`src/rtl/swm_pkg.sv`:
```
`timescale 1ns / 1ps
// Shared types and constants for the sliding window median filter.
// Used by the controller, the datapath, the top level and the testbench; no dependencies.
package swm_pkg;

  // Window storage depth and derived widths
  localparam int WINDOW_MAX = 64;
  localparam int AW         = (WINDOW_MAX > 1) ? $clog2(WINDOW_MAX) : 1;
  localparam int CW         = $clog2(WINDOW_MAX + 1);

  // Field widths
  localparam int SAMPLE_W    = 32;
  localparam int MED_W       = SAMPLE_W + 1;
  localparam int WS_W        = 7;
  localparam int IN_TDATA_W  = ((SAMPLE_W + 7) / 8) * 8;
  localparam int OUT_TDATA_W = ((MED_W + 7) / 8) * 8;

  // Configuration port
  localparam int CFG_DW = 32;
  localparam int CFG_AW = 3;
  localparam logic [CFG_AW-3:0] REG_WINDOW_SIZE = '0;
  localparam logic [WS_W-1:0]   WS_RESET        = WS_W'(3);

  // Controller states
  typedef enum logic [3:0] {
    ST_IDLE,
    ST_CHECK,
    ST_FIND0,
    ST_FIND,
    ST_REM,
    ST_INS_ST,
    ST_INS,
    ST_INS_LAST,
    ST_COMMIT,
    ST_CHKOUT,
    ST_MED_B,
    ST_MED_C,
    ST_OUT
  } swm_state_t;

  // Datapath operations
  typedef enum logic [3:0] {
    OP_NONE,
    OP_LOAD,
    OP_RD_RING,
    OP_FIND_FIRST,
    OP_FIND_STEP,
    OP_REM_STEP,
    OP_INS_START,
    OP_INS_STEP,
    OP_INS_LAST,
    OP_COMMIT,
    OP_MED_HI,
    OP_MED_LO,
    OP_MED_ODD,
    OP_MED_EVEN,
    OP_OUT_LOAD
  } swm_op_t;

  typedef struct packed {
    swm_op_t op;
  } swm_cmd_t;

  typedef struct packed {
    logic k_zero;    // window size is zero
    logic full;      // fill count equals window size
    logic match;     // read entry equals the oldest sample
    logic at_last;   // scan index sits on the last entry
    logic ins_stop;  // read entry is not above the new sample
    logic idx_zero;  // scan index is zero
    logic m_zero;    // working count is zero
    logic k_odd;     // window size is odd
    logic out_free;  // output register can take a result
  } swm_sts_t;

endpackage

```
`src/rtl/sliding_window_median.sv`:
```
`timescale 1ns / 1ps
// Sliding window median filter, top level. One sample at a time is merged into a
// sorted window RAM; each pass scans that RAM one entry per cycle through its
// read port and write port. A full window removes its oldest sample before the insert;
// once the window is full the median is read and the block waits for a free output
// register before it takes the next sample. Zero window drops one per cycle.
// Synchronous active-low reset clears counters and handshake state; no clearing
// pass, the block takes requests from the first cycle after reset.
module sliding_window_median (
  input  logic                                 clk,
  input  logic                                 rst_n,
  // input stream
  input  logic                                 in_tvalid,
  output logic                                 in_tready,
  input  logic [swm_pkg::IN_TDATA_W-1:0]       in_tdata,    // [31:0] sample
  // result stream
  output logic                                 out_tvalid,
  input  logic                                 out_tready,
  output logic [swm_pkg::OUT_TDATA_W-1:0]      out_tdata,   // [32:0] median_doubled
  // configuration port
  input  logic                                 cfg_psel,
  input  logic                                 cfg_penable,
  input  logic                                 cfg_pwrite,
  input  logic [swm_pkg::CFG_AW-1:0]           cfg_paddr,
  input  logic [swm_pkg::CFG_DW-1:0]           cfg_pwdata,
  output logic [swm_pkg::CFG_DW-1:0]           cfg_prdata,
  output logic                                 cfg_pready
);
  import swm_pkg::*;

  logic [WS_W-1:0]         ws_r, ws_nxt;
  logic                    cfg_hit;
  logic                    cfg_wr;
  swm_cmd_t                cmd;
  swm_sts_t                sts;
  logic signed [MED_W-1:0] median;

  // Register decode
  assign cfg_pready = 1'b1;
  assign cfg_hit    = (cfg_paddr[CFG_AW-1:2] == REG_WINDOW_SIZE);
  assign cfg_wr     = cfg_psel && cfg_penable && cfg_pwrite && cfg_pready && cfg_hit;
  assign cfg_prdata = cfg_hit ? CFG_DW'(ws_r) : '0;

  always_comb begin
    ws_nxt = ws_r;
    if (cfg_wr) ws_nxt = cfg_pwdata[WS_W-1:0];
  end

  always_ff @(posedge clk) begin
    if (!rst_n) begin
      ws_r <= WS_RESET;
    end else begin
      ws_r <= ws_nxt;
    end
  end

  swm_ctrl u_ctrl (
    .clk      (clk),
    .rst_n    (rst_n),
    .in_valid (in_tvalid),
    .in_ready (in_tready),
    .sts      (sts),
    .cmd      (cmd)
  );

  swm_dp u_dp (
    .clk         (clk),
    .rst_n       (rst_n),
    .window_size (ws_r),
    .cfg_clear   (cfg_wr),
    .in_sample   (in_tdata[SAMPLE_W-1:0]),
    .cmd         (cmd),
    .sts         (sts),
    .out_ready   (out_tready),
    .out_valid   (out_tvalid),
    .out_median  (median)
  );

  assign out_tdata = {{(OUT_TDATA_W-MED_W){1'b0}}, median};

  // An accepted sample in a live window keeps the sequencer busy next cycle
  a_accept_busy: assert property (@(posedge clk) disable iff (!rst_n)
    (in_tvalid && in_tready && !sts.k_zero) |=> !in_tready)
    else $error("sample accepted but sequencer did not start");

  // A result is loaded only into a free output register
  a_load_free: assert property (@(posedge clk) disable iff (!rst_n)
    (cmd.op == OP_OUT_LOAD) |-> (!out_tvalid || out_tready))
    else $error("result loaded over a pending result");

  // A new result appears only after the sequencer loaded it
  a_rose_load: assert property (@(posedge clk) disable iff (!rst_n)
    $rose(out_tvalid) |-> $past(cmd.op == OP_OUT_LOAD))
    else $error("result valid without a load");

endmodule

```
`src/rtl/swm_ram.sv`:
```
`timescale 1ns / 1ps
// Generic simple dual-port RAM: one write port, one read port, registered read.
// No dependencies.
module swm_ram #(
  parameter int WIDTH = 32,
  parameter int DEPTH = 64
) (
  input  logic                                          clk,
  input  logic                                          we,
  input  logic [((DEPTH > 1) ? $clog2(DEPTH) : 1)-1:0] waddr,
  input  logic [WIDTH-1:0]                              wdata,
  input  logic                                          re,
  input  logic [((DEPTH > 1) ? $clog2(DEPTH) : 1)-1:0] raddr,
  output logic [WIDTH-1:0]                              rdata
);

  logic [WIDTH-1:0] mem [DEPTH];

  // Write port
  always_ff @(posedge clk) begin
    if (we) begin
      mem[waddr] <= wdata;
    end
  end

  // Registered read port
  always_ff @(posedge clk) begin
    if (re) begin
      rdata <= mem[raddr];
    end
  end

endmodule

```
`src/rtl/swm_ctrl.sv`:
```
`timescale 1ns / 1ps
// Sequencer for the median filter: walks each sample through remove, insert
// and median read. Depends on swm_pkg.
module swm_ctrl (
  input  logic              clk,
  input  logic              rst_n,
  input  logic              in_valid,
  output logic              in_ready,
  input  swm_pkg::swm_sts_t sts,
  output swm_pkg::swm_cmd_t cmd
);
  import swm_pkg::*;

  swm_state_t state_r;
  swm_state_t state_nxt;

  // State register
  always_ff @(posedge clk) begin
    if (!rst_n) begin
      state_r <= ST_IDLE;
    end else begin
      state_r <= state_nxt;
    end
  end

  // Next state
  always_comb begin
    state_nxt = state_r;
    case (state_r)
      ST_IDLE: begin
        if (in_valid && !sts.k_zero) state_nxt = ST_CHECK;
      end
      ST_CHECK: begin
        if (sts.full) state_nxt = ST_FIND0;
        else if (sts.m_zero) state_nxt = ST_COMMIT;
        else state_nxt = ST_INS;
      end
      ST_FIND0: state_nxt = ST_FIND;
      ST_FIND: begin
        if (sts.at_last) state_nxt = ST_INS_ST;
        else if (sts.match) state_nxt = ST_REM;
      end
      ST_REM: begin
        if (sts.at_last) state_nxt = ST_INS_ST;
      end
      ST_INS_ST: begin
        if (sts.m_zero) state_nxt = ST_COMMIT;
        else state_nxt = ST_INS;
      end
      ST_INS: begin
        if (sts.ins_stop) state_nxt = ST_COMMIT;
        else if (sts.idx_zero) state_nxt = ST_INS_LAST;
      end
      ST_INS_LAST: state_nxt = ST_COMMIT;
      ST_COMMIT:   state_nxt = ST_CHKOUT;
      ST_CHKOUT: begin
        if (sts.full) state_nxt = ST_MED_B;
        else state_nxt = ST_IDLE;
      end
      ST_MED_B: begin
        if (sts.k_odd) state_nxt = ST_OUT;
        else state_nxt = ST_MED_C;
      end
      ST_MED_C: state_nxt = ST_OUT;
      ST_OUT: begin
        if (sts.out_free) state_nxt = ST_IDLE;
      end
      default: state_nxt = ST_IDLE;
    endcase
  end

  // Outputs: handshake and datapath operation
  always_comb begin
    in_ready = 1'b0;
    cmd.op   = OP_NONE;
    case (state_r)
      ST_IDLE: begin
        in_ready = 1'b1;
        if (in_valid && !sts.k_zero) cmd.op = OP_LOAD;
      end
      ST_CHECK:    cmd.op = sts.full ? OP_RD_RING : OP_INS_START;
      ST_FIND0:    cmd.op = OP_FIND_FIRST;
      ST_FIND:     cmd.op = OP_FIND_STEP;
      ST_REM:      cmd.op = OP_REM_STEP;
      ST_INS_ST:   cmd.op = OP_INS_START;
      ST_INS:      cmd.op = OP_INS_STEP;
      ST_INS_LAST: cmd.op = OP_INS_LAST;
      ST_COMMIT:   cmd.op = OP_COMMIT;
      ST_CHKOUT:   cmd.op = sts.full ? OP_MED_HI : OP_NONE;
      ST_MED_B:    cmd.op = sts.k_odd ? OP_MED_ODD : OP_MED_LO;
      ST_MED_C:    cmd.op = OP_MED_EVEN;
      ST_OUT:      cmd.op = sts.out_free ? OP_OUT_LOAD : OP_NONE;
      default:     cmd.op = OP_NONE;
    endcase
  end

endmodule

```
`src/rtl/swm_dp.sv`:
```
`timescale 1ns / 1ps
// Datapath for the median filter: sorted window RAM, arrival ring RAM,
// counters, scan index and output register. Depends on swm_pkg and swm_ram.
module swm_dp (
  input  logic                                clk,
  input  logic                                rst_n,
  input  logic [swm_pkg::WS_W-1:0]            window_size,
  input  logic                                cfg_clear,
  input  logic signed [swm_pkg::SAMPLE_W-1:0] in_sample,
  input  swm_pkg::swm_cmd_t                   cmd,
  output swm_pkg::swm_sts_t                   sts,
  input  logic                                out_ready,
  output logic                                out_valid,
  output logic signed [swm_pkg::MED_W-1:0]    out_median
);
  import swm_pkg::*;

  // Effective window size and median positions
  logic [CW-1:0] k;
  logic [AW-1:0] med_hi;

  // Control state
  logic [CW-1:0] cnt_r, cnt_nxt;
  logic [AW-1:0] wptr_r, wptr_nxt;
  logic          out_valid_r, out_valid_nxt;

  // Working registers
  logic [CW-1:0]              m_r, m_nxt;
  logic [AW-1:0]              idx_r, idx_nxt;
  logic signed [SAMPLE_W-1:0] sample_r, sample_nxt;
  logic signed [SAMPLE_W-1:0] old_r, old_nxt;
  logic signed [SAMPLE_W-1:0] med_a_r, med_a_nxt;
  logic signed [MED_W-1:0]    med_r, med_nxt;
  logic signed [MED_W-1:0]    out_med_r, out_med_nxt;

  // RAM ports
  logic                s_we, s_re, r_we, r_re;
  logic [AW-1:0]       s_waddr, s_raddr;
  logic [SAMPLE_W-1:0] s_wdata, s_rdata, r_rdata;
  logic signed [SAMPLE_W-1:0] s_rd;
  logic [CW-1:0]       wptr_inc;

  assign k = ({{(32-WS_W){1'b0}}, window_size} > WINDOW_MAX) ? CW'(WINDOW_MAX)
                                                              : CW'(window_size);
  assign med_hi   = AW'(k >> 1);
  assign s_rd     = s_rdata;
  assign wptr_inc = CW'(wptr_r) + CW'(1);

  swm_ram #(.WIDTH(SAMPLE_W), .DEPTH(WINDOW_MAX)) u_sorted (
    .clk   (clk),
    .we    (s_we),
    .waddr (s_waddr),
    .wdata (s_wdata),
    .re    (s_re),
    .raddr (s_raddr),
    .rdata (s_rdata)
  );

  swm_ram #(.WIDTH(SAMPLE_W), .DEPTH(WINDOW_MAX)) u_ring (
    .clk   (clk),
    .we    (r_we),
    .waddr (wptr_r),
    .wdata (sample_r),
    .re    (r_re),
    .raddr (wptr_r),
    .rdata (r_rdata)
  );

  // Execute the requested operation
  always_comb begin
    cnt_nxt       = cnt_r;
    wptr_nxt      = wptr_r;
    m_nxt         = m_r;
    idx_nxt       = idx_r;
    sample_nxt    = sample_r;
    old_nxt       = old_r;
    med_a_nxt     = med_a_r;
    med_nxt       = med_r;
    out_med_nxt   = out_med_r;
    out_valid_nxt = out_valid_r & ~out_ready;
    s_we          = 1'b0;
    s_waddr       = idx_r;
    s_wdata       = sample_r;
    s_re          = 1'b0;
    s_raddr       = idx_r;
    r_we          = 1'b0;
    r_re          = 1'b0;
    case (cmd.op)
      OP_LOAD: begin
        // take the sample, clamp count and pointer to the window
        sample_nxt = in_sample;
        cnt_nxt    = (cnt_r > k) ? k : cnt_r;
        m_nxt      = (cnt_r > k) ? k : cnt_r;
        wptr_nxt   = (CW'(wptr_r) >= k) ? '0 : wptr_r;
      end
      OP_RD_RING: r_re = 1'b1;
      OP_FIND_FIRST: begin
        // hold the oldest sample, start the scan at the bottom
        old_nxt = r_rdata;
        m_nxt   = m_r - CW'(1);
        s_re    = 1'b1;
        s_raddr = '0;
        idx_nxt = '0;
      end
      OP_FIND_STEP: begin
        s_re    = 1'b1;
        s_raddr = idx_r + AW'(1);
        idx_nxt = idx_r + AW'(1);
      end
      OP_REM_STEP: begin
        // close the gap: move each entry down one place
        s_we    = 1'b1;
        s_waddr = idx_r - AW'(1);
        s_wdata = s_rdata;
        s_re    = 1'b1;
        s_raddr = idx_r + AW'(1);
        idx_nxt = idx_r + AW'(1);
      end
      OP_INS_START: begin
        if (m_r == '0) begin
          s_we    = 1'b1;
          s_waddr = '0;
        end else begin
          s_re    = 1'b1;
          s_raddr = AW'(m_r - CW'(1));
          idx_nxt = AW'(m_r - CW'(1));
        end
      end
      OP_INS_STEP: begin
        // shift larger entries up until the slot for the sample is found
        s_we    = 1'b1;
        s_waddr = idx_r + AW'(1);
        if (s_rd > sample_r) begin
          s_wdata = s_rdata;
          s_re    = 1'b1;
          s_raddr = idx_r - AW'(1);
          idx_nxt = idx_r - AW'(1);
        end
      end
      OP_INS_LAST: begin
        s_we    = 1'b1;
        s_waddr = '0;
      end
      OP_COMMIT: begin
        // record arrival, advance the ring
        r_we     = 1'b1;
        cnt_nxt  = m_r + CW'(1);
        wptr_nxt = (wptr_inc >= k) ? '0 : AW'(wptr_inc);
      end
      OP_MED_HI: begin
        s_re    = 1'b1;
        s_raddr = med_hi;
      end
      OP_MED_LO: begin
        med_a_nxt = s_rd;
        s_re      = 1'b1;
        s_raddr   = med_hi - AW'(1);
      end
      OP_MED_ODD:  med_nxt = {s_rd, 1'b0};
      OP_MED_EVEN: med_nxt = {med_a_r[SAMPLE_W-1], med_a_r} + {s_rd[SAMPLE_W-1], s_rd};
      OP_OUT_LOAD: begin
        out_med_nxt   = med_r;
        out_valid_nxt = 1'b1;
      end
      default: ;
    endcase
    // a configuration write restarts the window
    if (cfg_clear) begin
      cnt_nxt  = '0;
      wptr_nxt = '0;
    end
  end

  // Control registers
  always_ff @(posedge clk) begin
    if (!rst_n) begin
      cnt_r       <= '0;
      wptr_r      <= '0;
      out_valid_r <= 1'b0;
    end else begin
      cnt_r       <= cnt_nxt;
      wptr_r      <= wptr_nxt;
      out_valid_r <= out_valid_nxt;
    end
  end

  // Payload registers
  always_ff @(posedge clk) begin
    m_r       <= m_nxt;
    idx_r     <= idx_nxt;
    sample_r  <= sample_nxt;
    old_r     <= old_nxt;
    med_a_r   <= med_a_nxt;
    med_r     <= med_nxt;
    out_med_r <= out_med_nxt;
  end

  // Status to the controller
  always_comb begin
    sts.k_zero   = (k == '0);
    sts.full     = (cnt_r == k);
    sts.match    = (s_rd == old_r);
    sts.at_last  = (CW'(idx_r) == m_r);
    sts.ins_stop = !(s_rd > sample_r);
    sts.idx_zero = (idx_r == '0);
    sts.m_zero   = (m_r == '0);
    sts.k_odd    = k[0];
    sts.out_free = !out_valid_r || out_ready;
  end

  assign out_valid  = out_valid_r;
  assign out_median = out_med_r;

endmodule

```
`config.mk`:
```
export PLATFORM = sky130hd
export DESIGN_NAME = sliding_window_median
export DESIGN_NICKNAME = d
export VERILOG_FILES = /design/src/rtl/swm_pkg.sv /design/src/rtl/sliding_window_median.sv /design/src/rtl/swm_ram.sv /design/src/rtl/swm_ctrl.sv /design/src/rtl/swm_dp.sv
export SDC_FILE = /design/constraint.sdc
export NUM_CORES = 2
export LEC_CHECK = 0
export BUFFER_PORTS_ARGS = -buffer_cell sky130_fd_sc_hd__buf_2
export CORE_MARGIN = 2
export CORE_UTILIZATION = 39
export DETAILED_ROUTE_END_ITERATION = 8
export HOLD_SLACK_MARGIN = 0.05
export PLACE_DENSITY = 0.66
export SYNTH_ARGS = -nofsm -noshare
export SYNTH_HDL_FRONTEND = slang
export SYNTH_HIERARCHICAL = 1
export SYNTH_SLANG_ARGS = --single-unit
```
`constraint.sdc`:
```
create_clock -name clk -period 9.3 [get_ports clk]
set_input_delay 2.79 -clock clk [delete_from_list [all_inputs] [get_ports clk]]
set_output_delay 2.79 -clock clk [all_outputs]
set_load 0.02 [all_outputs]
```
Word level (Yosys, flattened, before mapping) --
Memory sizes are Yosys's and may differ from the RTL's. A register that Yosys moved wholly into a read port is not among the register bits. Index checks and enable logic that the tools add are counted.
Storage, ports and cells: memories kept 2, bits in registers 200, output and inout port bits 75, RAM bits 4096
Cells by class: bitwise gates (word level) 4, reductions and logical operators 21, multiplexer cells 46, add/subtract/negate cells 7, equality and inequality tests 35, magnitude comparators 5
Memories:
- u_dp.u_ring.mem | words 64, bits a word 32, read ports 1, clocked after Yosys merged registers in 1, write ports 1, RTL line swm_ram.sv:17 | logic [WIDTH-1:0] mem [DEPTH];
- u_dp.u_sorted.mem | words 64, bits a word 32, read ports 1, clocked after Yosys merged registers in 1, write ports 1, RTL line swm_ram.sv:17
Operator list (number):
- 4-bit case mux with 13 select lines | 2
- 33-bit case mux with 2 select lines | 1
- 32-bit case mux with 2 select lines | 1
- 4-bit equality test, second input constant | 12
- 6-bit case mux with 4 select lines | 2
- 4-bit two-way mux | 11
- 6-bit case mux with 6 select lines | 1
- 32-bit by 32-bit adder with 33-bit output | 1
- 32-bit equality test | 1
- 4-bit by 3-bit equality test with 1-bit output, second input constant | 8
- 32-bit greater-than comparator | 1
- 32-bit two-way mux | 1
- 6-bit two-way mux | 5
- 7-bit case mux with 2 select lines | 2
- 7-bit two-way mux | 3
- 4-bit by 2-bit equality test with 1-bit output, second input constant | 4
- 7-bit logical NOT | 2
- 1-bit two-way mux | 12
- 6-bit case mux with 2 select lines | 1
- 6-bit by 1-bit subtractor with 6-bit output, second input constant | 2
- 4-bit by 1-bit equality test with 1-bit output, second input constant | 2
- 6-bit by 1-bit adder with 7-bit output, second input constant | 1
- 7-bit by 1-bit adder with 7-bit output, second input constant | 1
- 6-bit by 7-bit equality test with 1-bit output | 1
- 27 further kinds | 40

Depth between registers and ports, before layout --
depth after elaboration 12, gate-level depth with buffers 27, depth with buffers taken out 21

Cells and area by module --
Netlist, hierarchy kept.
By module, submodules not included:
- swm_ram | sequential area each 62459.9 µm², times used 2, area each 78835.6 µm², cells each 3324
- swm_dp | sequential area each 5535.3 µm², times used 1, area each 11051.8 µm², cells each 986
- sliding_window_median | sequential area each 140.1 µm², times used 1, area each 614.3 µm², cells each 73
- swm_ctrl | sequential area each 80.1 µm², times used 1, area each 584.3 µm², cells each 82

Least setup slack after synthesis --
Ideal clock, no wire load.
path kind input to register, start input port out_tready, end memory u_dp.u_sorted.mem[49][0], enable pin, arrival time 7.517 ns, cell stages on the path 13, path slack 1.322 ns, buffers on the path 2, cell sequence nand2b_1 > nand2b_1 > o22ai_1 > a21o_1 > clkbuf_1 > nand2b_1 > o32ai_1 > o21ai_0 > a22o_1 > clkbuf_1 > nor2b_1 > nand4_1 > nor3_1
RTL lines:
- start, declared | RTL line sliding_window_median.sv:18 | input logic out_tready,
- end, declared | RTL line swm_ram.sv:17

==> reports/results.ini <==
[timing]
maxSlewHeadroom_pct=7.108
rsz0062_at_grt=false
setup-tns-final_ns=0
finalHoldViolCount=0
finClkSkew_ns=0.06000
period_minus_slack_ns=7.794
finalCritPeriodShare_pct=83.81
finalSetupViolCount=0
fin_ws_ns=1.506
worst_pin_slew_ns=1.393
fmax_mhz=128.3
finalMaxSlewViolations=0

[clocking]
ctsResizeCount=0
cts_num_sinks=4360
cts_setup_buffers=0
cts_root_buf=clkbuf_16
clkSlewWorstSetupHoldPaths_ns=0.07
insertion_delay_ns=0.99
cts_made_buffers=420
cts_hold_buf=0
cts_max_path_buffers=4
cts_tree=yes
ctsHtreeMaxLevel=5

[floorplanning]
coreArea_um2=434200
die_y_um=664.1
die_x_um=664.1
die-area_um2=441000
initial_utilization_pct=39.13
rows=242
ios=149

[critical_path]
critPathLaunchType=primary input
crit_required_ns=10.02
path_class=primary input to flop
cp-end-kind=flop
crit_fanout=53
crit_arrival_ns=8.51

[job]
maxCapViolations=0

[synthesis]
ys_ff_latch=4360
synth_top_area_share_pct=76.61
synth.area.top_cells=edfxtp_1 77%, mux4_2 14%, mux2i_1 1.2%
yosysTopAreaCell=edfxtp_1
synth_flop_cell=edfxtp_1
syn-cell-area_um2=169900
ys_seq_area_share_pct=76.90
synth_cells=7789
synth_cell_type_count=81
synth_area_per_cell_um2=21.82
async_flop_share_pct=0
synth-edff-count=4335
synth_warnings=6

[placed_design]
place_ws_ns=0.5861
port_buffers=88
gp_congestion=0.8483
dpl.hpwl_um=260800

[pwr]
clkPwrFrac_pct=25.8
p_sw_uw=22250
p_int_uw=43800
seqPwrFrac_pct=39.7
cellLeakagePower_uw=0.05914
power_density_nw_per_um2=341.3
switching_share_pct=33.69
vdd_drop_max_v=0.0003826
pwr-share-comb_pct=34.5

[global_routing]
grt_pass1_vias=83780
grt_pass1_wl_um=620400
grt_max_degree=117
grt-ovfl-total=0
grt.total_usage_pct=19.47
antenna_found_initial=36

[drt]
drcViolationCount=0
vias_per_cell=5.807
firstDrtPassIters=5
wl_per_cell_um=30.54
wirelength_um=439500
drtAntennaViolNets=0
vias=83560
first_iter_violations=11010

[layout]
syn_to_final_growth_pct=13.88
nets=8409
drive_gt1_share_pct=27.21

[worst_hold_path]
hp-class=flop to flop

[outcome]
status=complete, no violations

[critical path, stage by stage]
cell and delay, ns:
buf_2 0.08, nand2b_1 0.30, nand2b_1 0.13, a21oi_1 0.15, o21ai_0 0.11, o311ai_2 0.24, buf_4 0.29, nor2b_1 0.35
and3_1 0.34, nand3_1 0.46, o2111a_1 0.37, o21ai_4 0.21, buf_12 0.26, buf_12 0.38, buf_12 0.30, mux4_2 0.54
mux4_2 0.58, o22ai_1 0.40, nor2_1 0.10
[final timing paths]
path / from / end / slack (ns) / cells past startpoint
hold / removal: u_dp/u_ring/rdata[12] / u_dp/old_r[12] / 0.41 / 0
setup reg to reg: ws_r[6] / u_dp/u_sorted/rdata[25] / 1.70 / 21
hold reg to reg: u_dp/u_ring/rdata[12] / u_dp/old_r[12] / 0.41 / 0
setup / recovery: out_tready / u_dp/u_sorted/rdata[25] / 1.51 / 19
[registers in the layout, summed over array words and instances (netlist names), 33 cells and up]
name               flops
u_dp/med_r            33
u_dp/out_median       33
u_dp/u_sorted/mem   2048
u_dp/u_ring/mem     2048
[metrics by stage]
step	total power (µW)	std cells	hold WS, ns	util [%]	cell area, µm²
final	66050	14390	0.4099	44.57	193500
after global placement	48760	13560	0.4067	41.36	179600
after floorplan	40620	7820	0.4003	-	170000
after global routing	68340	14380	0.4171	44.56	193500
after CTS	66310	14340	0.4056	44.54	193400
after detailed placement	49340	13560	0.4054	41.36	179600
[power by group through the flow]
stage	combinational (µW)	clock, µW	sequential (µW)
finish	22800	17100	26200
global route	24000	18100	26200
CTS	22800	17300	26200
detailed placement	22700	0	26600
global placement	22200	0	26600
floorplan	13800	0	26900
[area by class of cell]
class	count	area, µm²
inverter	69	259.0
clock inverter	279	2730
sequential	4360	130700
clock buffer	504	11050
timing repair buffer	440	3508
antenna	51	127.6
tap	5734	7174
multi-input combinational	2953	37970
fill	35950	240700
[Yosys cell counts, drive strengths merged (11+ instances only)]
cell type and instances:
nand3b 11, a311oi 17, nand3 34, or3 11, nand4 19, edfxtp 4335
inv 68, nand2 152, nor4 17, a211oi 11, and2 12, o21ai 68
xnor2 28, and3 23, dfxtp 25, o221ai 58, ha 90, o21a 13
nor2 314, mux2 35, mux2i 210, a21oi 175, mux4 1088, buf 262
nor3 30, xor2 54, a21o 27, o22ai 183, a22oi 33, nor2b 48
or3b 11, nand2b 37, clkbuf 176
[cells by family after synthesis]
kind of cell,count (synthesis),synth area share [%]
buffers and inverters,507,1.443
and+or+nand+nor,747,2.079
muxes,1333,15.89
adders and majority gates,91,0.6745
AOI/OAI and AO/OA,667,2.584
DFF,4360,76.90
other,2,0.004420
xor gates and xnor gates,82,0.4227
[cell usage in the layout, fill, tap and decap left out, types with 88 or more instances in the layout]
cell       count
clkinv_1     111
a21oi_1      175
nor2_1       187
buf_4        318
edfxtp_1    4335
buf_2         88
nand2_1      150
o22ai_1      183
ha_1          90
mux4_2      1088
nor2_4       126
clkbuf_16    429
mux2i_1      209
[metal layers]
layer  wire length [µm]  vias to the layer above  part of all wire, %  global-route usage, %
met3              37250                      724                  8.5                  3.338
met2             215900                     4103                   49                  32.28
met1             168100                    44940                   38                  25.80
li1                   -                    33790                    -                      -
met4              18290                        6                  4.2                  7.448
met5                 38                        -               0.0086                      0
No activity file was read; power rests on OpenSTA's default activity.
